===== src/xste_pkg.sv =====
// Types and constants of the XMPP stream "to" extractor.
// Used by the core and the checker; depends on nothing.
package xste_pkg;

   localparam int MAX_HEADER = 4096;
   localparam int HOST_LIMIT = 256;
   localparam int STORE_SIZE = HOST_LIMIT - 1;
   localparam int STORE_AW   = $clog2(STORE_SIZE);
   localparam int VLEN_W     = $clog2(HOST_LIMIT + 1);
   localparam int COUNT_W    = 13;
   localparam logic [COUNT_W-1:0] COUNT_MAX = '1;

   typedef enum logic [2:0] {
      STATUS_PENDING    = 3'd0,
      STATUS_FOUND      = 3'd1,
      STATUS_INCOMPLETE = 3'd2,
      STATUS_NO_TO      = 3'd3,
      STATUS_INVALID    = 3'd4
   } status_type;

   typedef enum logic {
      OP_DATA = 1'b0,
      OP_READ = 1'b1
   } operation_type;

   typedef enum logic [3:0] {
      PH_PROLOG, PH_QMARK, PH_MATCH, PH_A_WS, PH_A_NAME, PH_A_POST_NAME,
      PH_A_POST_EQ, PH_A_VALUE, PH_WAIT_FOUND, PH_WAIT_NO_TO, PH_WAIT_INVALID,
      PH_DONE_FOUND, PH_DONE_INCOMPLETE, PH_DONE_NO_TO, PH_DONE_INVALID
   } phase_type;

   typedef struct packed {
      logic       operation;
      logic [7:0] data_byte;
      logic       end_of_buffer;
      logic [7:0] read_index;
   } req_word_type;

   typedef struct packed {
      logic [2:0] status;
      logic [7:0] host_length;
      logic [7:0] host_byte;
   } rsp_word_type;

   typedef struct packed {
      phase_type          phase;
      logic               in_declaration;
      logic [3:0]         tag_match_pos;
      logic [COUNT_W-1:0] byte_count;
      logic [1:0]         name_count;
      logic               name_is_to;
      logic               quote_is_double;
      logic [VLEN_W-1:0]  val_count;
   } parse_state_type;

endpackage


===== src/xste_ram.sv =====
// Generic single-port-write, single-port-read RAM with registered read data.
// Stands alone; holds the extracted host bytes in the extractor.
module xste_ram #(
   parameter int WIDTH = 8,
   parameter int DEPTH = 255
) (
   input  logic                     clock,
   input  logic                     wr_en,
   input  logic [$clog2(DEPTH)-1:0] wr_addr,
   input  logic [WIDTH-1:0]         wr_data,
   input  logic                     rd_en,
   input  logic [$clog2(DEPTH)-1:0] rd_addr,
   output logic [WIDTH-1:0]         rd_data
);

   logic [WIDTH-1:0] mem [DEPTH];
   logic [WIDTH-1:0] rd_data_ff;

   always_ff @(posedge clock) begin
      if (wr_en) begin
         mem[wr_addr] <= wr_data;
      end
      if (rd_en) begin
         rd_data_ff <= mem[rd_addr];
      end
   end

   assign rd_data = rd_data_ff;

endmodule


===== src/xmpp_stream_to_extractor_core.sv =====
// A word accepted into the input register has its result written to the result register
// and presented on rsp once the result stage is free, that is when rsp is not stalled.
// Throughput: one word per cycle while rsp is not stalled; the parser updates once per data word in the
// stage after the input register, and the host store has one read and one write port.
// Reset clears the parser, the verdict and both pipeline stages at once; the host
// store is not cleared and holds only what a "to" value wrote into it.
module xmpp_stream_to_extractor_core (
   input  logic                  clock,
   input  logic                  reset,
   input  logic                  req_valid,
   output logic                  req_stall,
   input  xste_pkg::req_word_type req_word,
   output logic                  rsp_valid,
   input  logic                  rsp_stall,
   output xste_pkg::rsp_word_type rsp_word
);

   function automatic logic is_ws(input logic [7:0] c);
      return (c == 8'h20) || ((c >= 8'h09) && (c <= 8'h0D));
   endfunction

   function automatic logic is_boundary(input logic [7:0] c);
      return (c == " ") || (c == 8'h09) || (c == 8'h0A) || (c == 8'h0D) || (c == ">");
   endfunction

   function automatic logic [7:0] tag_char(input logic [3:0] pos);
      logic [7:0] ch;
      unique case (pos)
         4'd0:  ch = "<";
         4'd1:  ch = "s";
         4'd2:  ch = "t";
         4'd3:  ch = "r";
         4'd4:  ch = "e";
         4'd5:  ch = "a";
         4'd6:  ch = "m";
         4'd7:  ch = ":";
         4'd8:  ch = "s";
         4'd9:  ch = "t";
         4'd10: ch = "r";
         4'd11: ch = "e";
         4'd12: ch = "a";
         4'd13: ch = "m";
         default: ch = 8'h00;
      endcase
      return ch;
   endfunction

   function automatic logic name_matches(input xste_pkg::parse_state_type s);
      return (s.name_count == 2'd2) && s.name_is_to;
   endfunction

   function automatic logic [7:0] quote_char(input xste_pkg::parse_state_type s);
      return s.quote_is_double ? 8'h22 : 8'h27;
   endfunction

   // One byte inside the opening tag, after the tag name.
   function automatic xste_pkg::parse_state_type content_step(
      input xste_pkg::parse_state_type s, input logic [7:0] c);
      xste_pkg::parse_state_type r;
      r = s;
      if (c == ">") begin
         unique case (s.phase)
            xste_pkg::PH_A_VALUE:      r.phase = xste_pkg::PH_DONE_INCOMPLETE;
            xste_pkg::PH_WAIT_FOUND:   r.phase = xste_pkg::PH_DONE_FOUND;
            xste_pkg::PH_WAIT_INVALID: r.phase = xste_pkg::PH_DONE_INVALID;
            default:                   r.phase = xste_pkg::PH_DONE_NO_TO;
         endcase
      end else begin
         unique case (s.phase)
            xste_pkg::PH_A_WS, xste_pkg::PH_A_POST_NAME: begin
               if (!is_ws(c)) begin
                  if (c == "=") begin
                     if (s.phase == xste_pkg::PH_A_WS) begin
                        r.name_count = 2'd0;
                        r.name_is_to = 1'b0;
                     end
                     r.phase = xste_pkg::PH_A_POST_EQ;
                  end else begin
                     r.name_count = 2'd1;
                     r.name_is_to = (c == "t");
                     r.phase = xste_pkg::PH_A_NAME;
                  end
               end
            end
            xste_pkg::PH_A_NAME: begin
               if (c == "=") begin
                  r.phase = xste_pkg::PH_A_POST_EQ;
               end else if (is_ws(c)) begin
                  r.phase = xste_pkg::PH_A_POST_NAME;
               end else begin
                  if (s.name_count == 2'd1) begin
                     r.name_is_to = s.name_is_to && (c == "o");
                  end
                  if (s.name_count != 2'd3) begin
                     r.name_count = s.name_count + 2'd1;
                  end
               end
            end
            xste_pkg::PH_A_POST_EQ: begin
               if (!is_ws(c)) begin
                  if ((c == 8'h22) || (c == 8'h27)) begin
                     r.quote_is_double = (c == 8'h22);
                     r.val_count = '0;
                     r.phase = xste_pkg::PH_A_VALUE;
                  end else begin
                     r.phase = xste_pkg::PH_WAIT_INVALID;
                  end
               end
            end
            xste_pkg::PH_A_VALUE: begin
               if (c == quote_char(s)) begin
                  if (!name_matches(s)) begin
                     r.phase = xste_pkg::PH_A_WS;
                  end else if (s.val_count == '0) begin
                     r.phase = xste_pkg::PH_WAIT_NO_TO;
                  end else if (s.val_count >= xste_pkg::VLEN_W'(xste_pkg::HOST_LIMIT)) begin
                     r.phase = xste_pkg::PH_WAIT_INVALID;
                  end else begin
                     r.phase = xste_pkg::PH_WAIT_FOUND;
                  end
               end else if (s.val_count < xste_pkg::VLEN_W'(xste_pkg::HOST_LIMIT)) begin
                  r.val_count = s.val_count + 1'b1;
               end
            end
            default: begin
            end
         endcase
      end
      return r;
   endfunction

   function automatic xste_pkg::parse_state_type prolog_step(
      input xste_pkg::parse_state_type s, input logic [7:0] c);
      xste_pkg::parse_state_type r;
      r = s;
      if (c == "<") begin
         r.phase = xste_pkg::PH_MATCH;
         r.tag_match_pos = 4'd1;
      end else if (s.in_declaration && (c == "?")) begin
         r.phase = xste_pkg::PH_QMARK;
      end else begin
         r.phase = xste_pkg::PH_PROLOG;
      end
      return r;
   endfunction

   function automatic xste_pkg::parse_state_type enter_tag(
      input xste_pkg::parse_state_type s, input logic [7:0] c);
      xste_pkg::parse_state_type r;
      r = s;
      r.phase = xste_pkg::PH_A_WS;
      r.name_count = 2'd0;
      r.name_is_to = 1'b0;
      return content_step(r, c);
   endfunction

   function automatic xste_pkg::parse_state_type parse_step(
      input xste_pkg::parse_state_type s, input logic [7:0] c);
      xste_pkg::parse_state_type r;
      r = s;
      if (s.byte_count != xste_pkg::COUNT_MAX) begin
         r.byte_count = s.byte_count + 1'b1;
      end
      unique case (s.phase)
         xste_pkg::PH_PROLOG: r = prolog_step(r, c);
         xste_pkg::PH_QMARK: begin
            if (c == ">") begin
               r.in_declaration = 1'b0;
               r.phase = xste_pkg::PH_PROLOG;
            end else begin
               r = prolog_step(r, c);
            end
         end
         xste_pkg::PH_MATCH: begin
            priority if ((s.tag_match_pos == 4'd1) && (c == "?")) begin
               r.in_declaration = 1'b1;
               r.phase = xste_pkg::PH_PROLOG;
            end else if (s.in_declaration) begin
               r = prolog_step(r, c);
            end else if (s.tag_match_pos == 4'd7) begin
               if (c == ":") begin
                  r.tag_match_pos = 4'd8;
               end else if (is_boundary(c)) begin
                  r = enter_tag(r, c);
               end else begin
                  r.phase = xste_pkg::PH_DONE_INVALID;
               end
            end else if (s.tag_match_pos >= 4'd14) begin
               if (is_boundary(c)) begin
                  r = enter_tag(r, c);
               end else begin
                  r.phase = xste_pkg::PH_DONE_INVALID;
               end
            end else if (c == tag_char(s.tag_match_pos)) begin
               r.tag_match_pos = s.tag_match_pos + 4'd1;
            end else begin
               r.phase = xste_pkg::PH_DONE_INVALID;
            end
         end
         xste_pkg::PH_DONE_FOUND, xste_pkg::PH_DONE_INCOMPLETE,
         xste_pkg::PH_DONE_NO_TO, xste_pkg::PH_DONE_INVALID: begin
         end
         default: r = content_step(r, c);
      endcase
      return r;
   endfunction

   localparam xste_pkg::parse_state_type PARSE_CLEAR = '{
      phase:           xste_pkg::PH_PROLOG,
      in_declaration:  1'b0,
      tag_match_pos:   4'd0,
      byte_count:      '0,
      name_count:      2'd0,
      name_is_to:      1'b0,
      quote_is_double: 1'b0,
      val_count:       '0
   };

   // Pipeline control.
   logic                  s1_valid_ff, s1_valid_in;
   xste_pkg::req_word_type s1_word_ff;
   logic                  rsp_valid_ff, rsp_valid_in;
   logic                  rsp_free, s1_move, req_accept;

   // Parser and verdict.
   xste_pkg::parse_state_type parse_ff, parse_in, parse_next;
   logic [2:0]            verdict_ff, verdict_in;
   logic [7:0]            verdict_len_ff, verdict_len_in;

   // Result register.
   logic [2:0]            status_ff, status_in;
   logic [7:0]            length_ff, length_in;
   logic                  byte_sel_ff, byte_sel_in;

   // Host store ports.
   logic                  wr_en, rd_en;
   logic [7:0]            rd_data;
   logic [2:0]            last_status;
   logic [7:0]            last_length;
   logic                  is_data, idx_in_store;

   assign rsp_free   = !rsp_valid_ff || !rsp_stall;
   assign s1_move    = s1_valid_ff && rsp_free;
   assign req_stall  = s1_valid_ff && !rsp_free;
   assign req_accept = req_valid && !req_stall;

   assign is_data      = (s1_word_ff.operation == xste_pkg::OP_DATA);
   assign idx_in_store = s1_word_ff.read_index < 8'(xste_pkg::STORE_SIZE);

   always_comb begin
      s1_valid_in  = req_accept || (s1_valid_ff && !s1_move);
      rsp_valid_in = s1_move || (rsp_valid_ff && rsp_stall);
   end

   always_comb begin
      parse_next = parse_step(parse_ff, s1_word_ff.data_byte);
      // An oversized buffer is invalid whatever the parser saw.
      last_length = 8'd0;
      if (parse_next.byte_count > xste_pkg::COUNT_W'(xste_pkg::MAX_HEADER)) begin
         last_status = xste_pkg::STATUS_INVALID;
      end else begin
         unique case (parse_next.phase)
            xste_pkg::PH_DONE_FOUND: begin
               last_status = xste_pkg::STATUS_FOUND;
               last_length = parse_next.val_count[7:0];
            end
            xste_pkg::PH_DONE_NO_TO:   last_status = xste_pkg::STATUS_NO_TO;
            xste_pkg::PH_DONE_INVALID: last_status = xste_pkg::STATUS_INVALID;
            default:                   last_status = xste_pkg::STATUS_INCOMPLETE;
         endcase
      end
   end

   always_comb begin
      parse_in       = parse_ff;
      verdict_in     = verdict_ff;
      verdict_len_in = verdict_len_ff;
      status_in      = status_ff;
      length_in      = length_ff;
      byte_sel_in    = byte_sel_ff;
      if (s1_move) begin
         if (!is_data) begin
            status_in   = verdict_ff;
            length_in   = verdict_len_ff;
            byte_sel_in = idx_in_store;
         end else if (s1_word_ff.end_of_buffer) begin
            parse_in       = PARSE_CLEAR;
            verdict_in     = last_status;
            verdict_len_in = last_length;
            status_in      = last_status;
            length_in      = last_length;
            byte_sel_in    = 1'b0;
         end else begin
            parse_in    = parse_next;
            status_in   = xste_pkg::STATUS_PENDING;
            length_in   = 8'd0;
            byte_sel_in = 1'b0;
         end
      end
   end

   // A value byte of the "to" attribute goes into the store.
   always_comb begin
      wr_en = s1_move && is_data && (parse_ff.phase == xste_pkg::PH_A_VALUE)
              && (s1_word_ff.data_byte != ">")
              && (s1_word_ff.data_byte != quote_char(parse_ff))
              && name_matches(parse_ff)
              && (parse_ff.val_count < xste_pkg::VLEN_W'(xste_pkg::STORE_SIZE));
      rd_en = s1_move && !is_data && idx_in_store;
   end

   xste_ram #(
      .WIDTH (8),
      .DEPTH (xste_pkg::STORE_SIZE)
   ) u_host_store (
      .clock   (clock),
      .wr_en   (wr_en),
      .wr_addr (parse_ff.val_count[xste_pkg::STORE_AW-1:0]),
      .wr_data (s1_word_ff.data_byte),
      .rd_en   (rd_en),
      .rd_addr (s1_word_ff.read_index[xste_pkg::STORE_AW-1:0]),
      .rd_data (rd_data)
   );

   always_ff @(posedge clock) begin
      if (reset) begin
         s1_valid_ff    <= 1'b0;
         rsp_valid_ff   <= 1'b0;
         parse_ff       <= PARSE_CLEAR;
         verdict_ff     <= xste_pkg::STATUS_PENDING;
         verdict_len_ff <= 8'd0;
      end else begin
         s1_valid_ff    <= s1_valid_in;
         rsp_valid_ff   <= rsp_valid_in;
         parse_ff       <= parse_in;
         verdict_ff     <= verdict_in;
         verdict_len_ff <= verdict_len_in;
      end
   end

   always_ff @(posedge clock) begin
      if (req_accept) begin
         s1_word_ff <= req_word;
      end
      status_ff   <= status_in;
      length_ff   <= length_in;
      byte_sel_ff <= byte_sel_in;
   end

   assign rsp_valid            = rsp_valid_ff;
   assign rsp_word.status      = status_ff;
   assign rsp_word.host_length = length_ff;
   assign rsp_word.host_byte   = byte_sel_ff ? rd_data : 8'd0;

endmodule


===== config.mk =====
export PLATFORM = sky130hd
export DESIGN_NAME = xmpp_stream_to_extractor_core
export DESIGN_NICKNAME = d
export VERILOG_FILES = /design/src/xste_pkg.sv /design/src/xste_ram.sv /design/src/xmpp_stream_to_extractor_core.sv
export SDC_FILE = /design/constraint.sdc
export NUM_CORES = 2
export LEC_CHECK = 0
export BUFFER_PORTS_ARGS = -buffer_cell sky130_fd_sc_hd__buf_2
export CORE_ASPECT_RATIO = 1.1
export CORE_UTILIZATION = 50
export CTS_CLUSTER_DIAMETER = 60
export DETAILED_ROUTE_END_ITERATION = 8
export GPL_TIMING_DRIVEN = 0
export PLACE_DENSITY = 0.75
export SLEW_MARGIN = 10
export SYNTH_ARGS = -nofsm -noshare
export SYNTH_HDL_FRONTEND = slang
export SYNTH_SLANG_ARGS = --single-unit
export TNS_END_PERCENT = 20

===== constraint.sdc =====
create_clock -name clock -period 7.7 [get_ports clock]
set_input_delay 1.54 -clock clock [delete_from_list [all_inputs] [get_ports clock]]
set_output_delay 1.54 -clock clock [all_outputs]
set_load 0.03 [all_outputs]

==> out/metrics.csv <==
stage;metric;value;unit
timing;Period Utilization, post-route;76.0;%
placed_design;HPWL Detailed;148000;um
routing;Detailed Route WL;226000;um
synthesis;synthesized area;0.0845;mm2
timing;max-slew violation count;0;
global_routing;initial antenna violation count;5;
synthesis;flops & latches, synth;2133;
setup_path;CP Capture Type;register;
timing;slew margin rel.;3.42;%
routing;met3 WL;25600;um
die;core area;0.167;mm2
synthesis;Distinct cells, synth;80;
timing;fin crit period;5.86;ns
global_routing;largest net degree at the start of global routing;33;
timing;final setup vio count;0;
routing;Routed WL per cell;34.0;um
power_and_ir_drop;Tot Pwr;24200;uW
die;io pins;43;
routing;first-pass detailed-route iteration total;8;
clock_network;Clock Pin Slew Worst Setup and Hold Paths;0.06;ns
die;Die Width;394;um
final_layout;Layout Utilization;57.4;%
routing;routed length on met1;80100;um
clock_network;CTS tree;built;
timing;FMAX;171;MHz
placed_design;GP Congestion;0.925;
clock_network;clock sinks;2133;
timing;final hold slack;0.455;ns
worst_hold_path;Worst Hold Class;register to register;
timing;Slew @ Worst Pin;1.45;ns
placed_design;Port Buf Inserts;41;
setup_path;Crit Path Class;register to register;
final_layout;Area growth syn-to-layout;13.7;%
global_routing;vias in the first global route;43500;
power_and_ir_drop;Sw Share;21.5;%
global_routing;GRT Total Usage;26.6;%
power_and_ir_drop;P_leak;0.0297;uW
clock_network;CTS resizes;0;
run_status;outcome;finished, final reports clean;
setup_path;critical path, cell by cell;clkbuf_1 -> nor3b_1 -> o2111a_1 -> nor2_1 -> nand3_1 -> nor3b_1 -> nand2_1 -> clkbuf_2 -> nor2_1;
synthesis;number of flops mapped to enable cells by yosys;2078;
power_and_ir_drop;PwrDens;252;mW/mm2
clock_network;Skew-Pair Late Insertion Delay;0.87;ns
timing;Final Hold Viols;0;
timing;clk_skew;0.0504;ns
routing;DRT iter0 DRCs;6876;
synthesis;Mapped Cells;3927;
power_and_ir_drop;Clk pwr share;41.8;%
routing;post-route ant nets;0;
clock_network;CTS root buf;clkbuf_16;
clock_network;total CTS buffers;202;
synthesis;synthesis warning total;0;
routing;Vias/cell;6.64;
setup_path;peak fanout along the critical path;13;
setup_path;Worst Setup Start Kind;register;
global_routing;first-pass GRT wire length;318000;um
timing;RSZ-0062 raised after global routing;no;
die;row cnt;157;
setup_path;highest-delay cell along the critical path;nor2_1;
run;MaxCap Viol Count;0;
power_and_ir_drop;sequential share of power;52.8;%
placed_design;placed insts;6283;
power_and_ir_drop;Switch Pwr;5180;uW
die;die height;433;um
die;die area;0.171;mm2
power_and_ir_drop;Max VDD drop;0.255;mV
power_and_ir_drop;Comb power frac;5.4;%
routing;DR WL met2;110000;um
setup_path;Critical path buffers and inverters;2;
synthesis;Post-synth ARST share;0;%
die;Starting Density;50.5;%
final_layout;Nets;4298;
synthesis;Syn Nets;3964;
setup_path;CP top delay family;simple AND/OR/NAND/NOR gates;
routing;top sig layer;met5;
setup_path;Req. time, crit path;8.15;ns
final_layout;Non-Filler Instances;6661;
synthesis;Seq/Total Area, Yosys;75.2;%
routing;vias after detailed routing;44200;
routing;final routed DRC violation total;0;
synthesis;commonest register cell after synthesis;edfxtp_1;
global_routing;grt total ovfl;0;
clock_network;# Post-CTS Setup Buffers;0;
setup_path;slowest cell delay on critical path;0.93;ns
clock_network;Max clock buf depth;3;
synthesis;average cell area after synthesis;21.5;um2
clock_network;Hold Buf Count CTS;0;
power_and_ir_drop;Pint;19000;uW
final_layout;most common cell after layout, fill and taps aside;edfxtp_1;
final_layout;most frequent cells in the layout;edfxtp_1, mux4_2, nor2_1;
setup_path;Worst EP arrival;6.30;ns
final_layout;share of post-route cells with drive strength above 1;27.3;%
clock_network;H-tree depth;4;
-- kinds of logic (layout without fill, tap and decap cells) --
| kind of cell | after synthesis | count (layout) | share of synthesized area [%] |
|---|---|---|---|
| fa+ha+maj | 16 | 16 | 0.234 |
| other cells | 0 | 6 | 0 |
| compound gates | 235 | 235 | 1.99 |
| simple gates | 587 | 587 | 3.17 |
| mux | 681 | 681 | 17.9 |
| xor+xnor | 13 | 13 | 0.135 |
| buf+inv | 262 | 764 | 1.37 |
| flops | 2133 | 2133 | 75.2 |
-- per-stage QoR --
step / setup WS [ns] / instance area, um2 / TNS, ns
global route: 1.72 / 96000 / 0
CTS: 1.98 / 96000 / 0
finish: 1.84 / 96000 / 0
global placement: -4.00 / 87500 / -7136.77
detailed placement: 1.71 / 89300 / 0
floorplan: 1.49 / 84500 / 0
-- final cells by class --
| cell class | instances | area (um2) |
|---|---|---|
| fillers | 11500 | 71100 |
| inverters | 23 | 86.3 |
| flip-flops and latches | 2133 | 63500 |
| plain buffers | 239 | 1100 |
| well taps | 2226 | 2790 |
| diodes | 6 | 15.0 |
| repair buffers | 130 | 2040 |
| multi-input cells | 1532 | 19800 |
| clock buffers | 233 | 5250 |
| clock inverters | 139 | 1430 |
-- sequential cells by signal (all words and copies together), names as in the netlist, named ones only --
signal,count
s1_word_ff,18
u_host_store.mem,2040
length_ff,8
status_ff,3
parse_ff,35
rsp_valid,1
verdict_ff,3
byte_sel_ff,1
verdict_len_ff,8
s1_valid_ff,1
u_host_store.rd_data,8
-- path summary, 6_finish.rpt --
path | startpoint | endpoint | slack [ns] | cells after the start
max | s1_word_ff[9] | u_host_store.mem[186][0] | 1.84 | 9
min | verdict_len_ff[4] | verdict_len_ff[4] | 0.46 | 2
max reg2reg | s1_word_ff[9] | u_host_store.mem[186][0] | 1.84 | 9
min reg2reg | verdict_len_ff[4] | verdict_len_ff[4] | 0.46 | 2
-- worst min-delay path: stages, from the launching register on --
cell and delay, ns:
dfxtp_1 0.33, nand2_1 0.05, o41ai_1 0.05
-- power groups by stage --
stage	combinational (uW)	sequential [uW]	clock, uW
final	1310	12800	10100
after global routing	1340	12800	10500
after CTS	1290	12800	10100
after global placement	985	13300	0
after floorplan	625	13100	0
after detailed placement	1280	13000	0
-- per-layer routing --
metal | vias up | GRT usage [%]
li1 | 17200 | -
met5 | - | 0
met2 | 3307 | 43.1
met1 | 23200 | 34.7
met3 | 484 | 6.24
met4 | 4 | 11.3
-- synth_stat cells, types with 18 or more instances --
cell	n	share of area, %
nor2_1	325	1.4
clkbuf_1	132	0.59
nand2_1	88	0.39
edfxtp_1	2078	74
buf_1	34	0.15
o21ai_0	46	0.27
mux4_2	664	18
a21oi_1	42	0.25
buf_2	51	0.30
and2_1	18	0.13
inv_1	23	0.10
dfxtp_1	55	1.3
nand3_1	30	0.18
(Power assumes the default switching activity.)
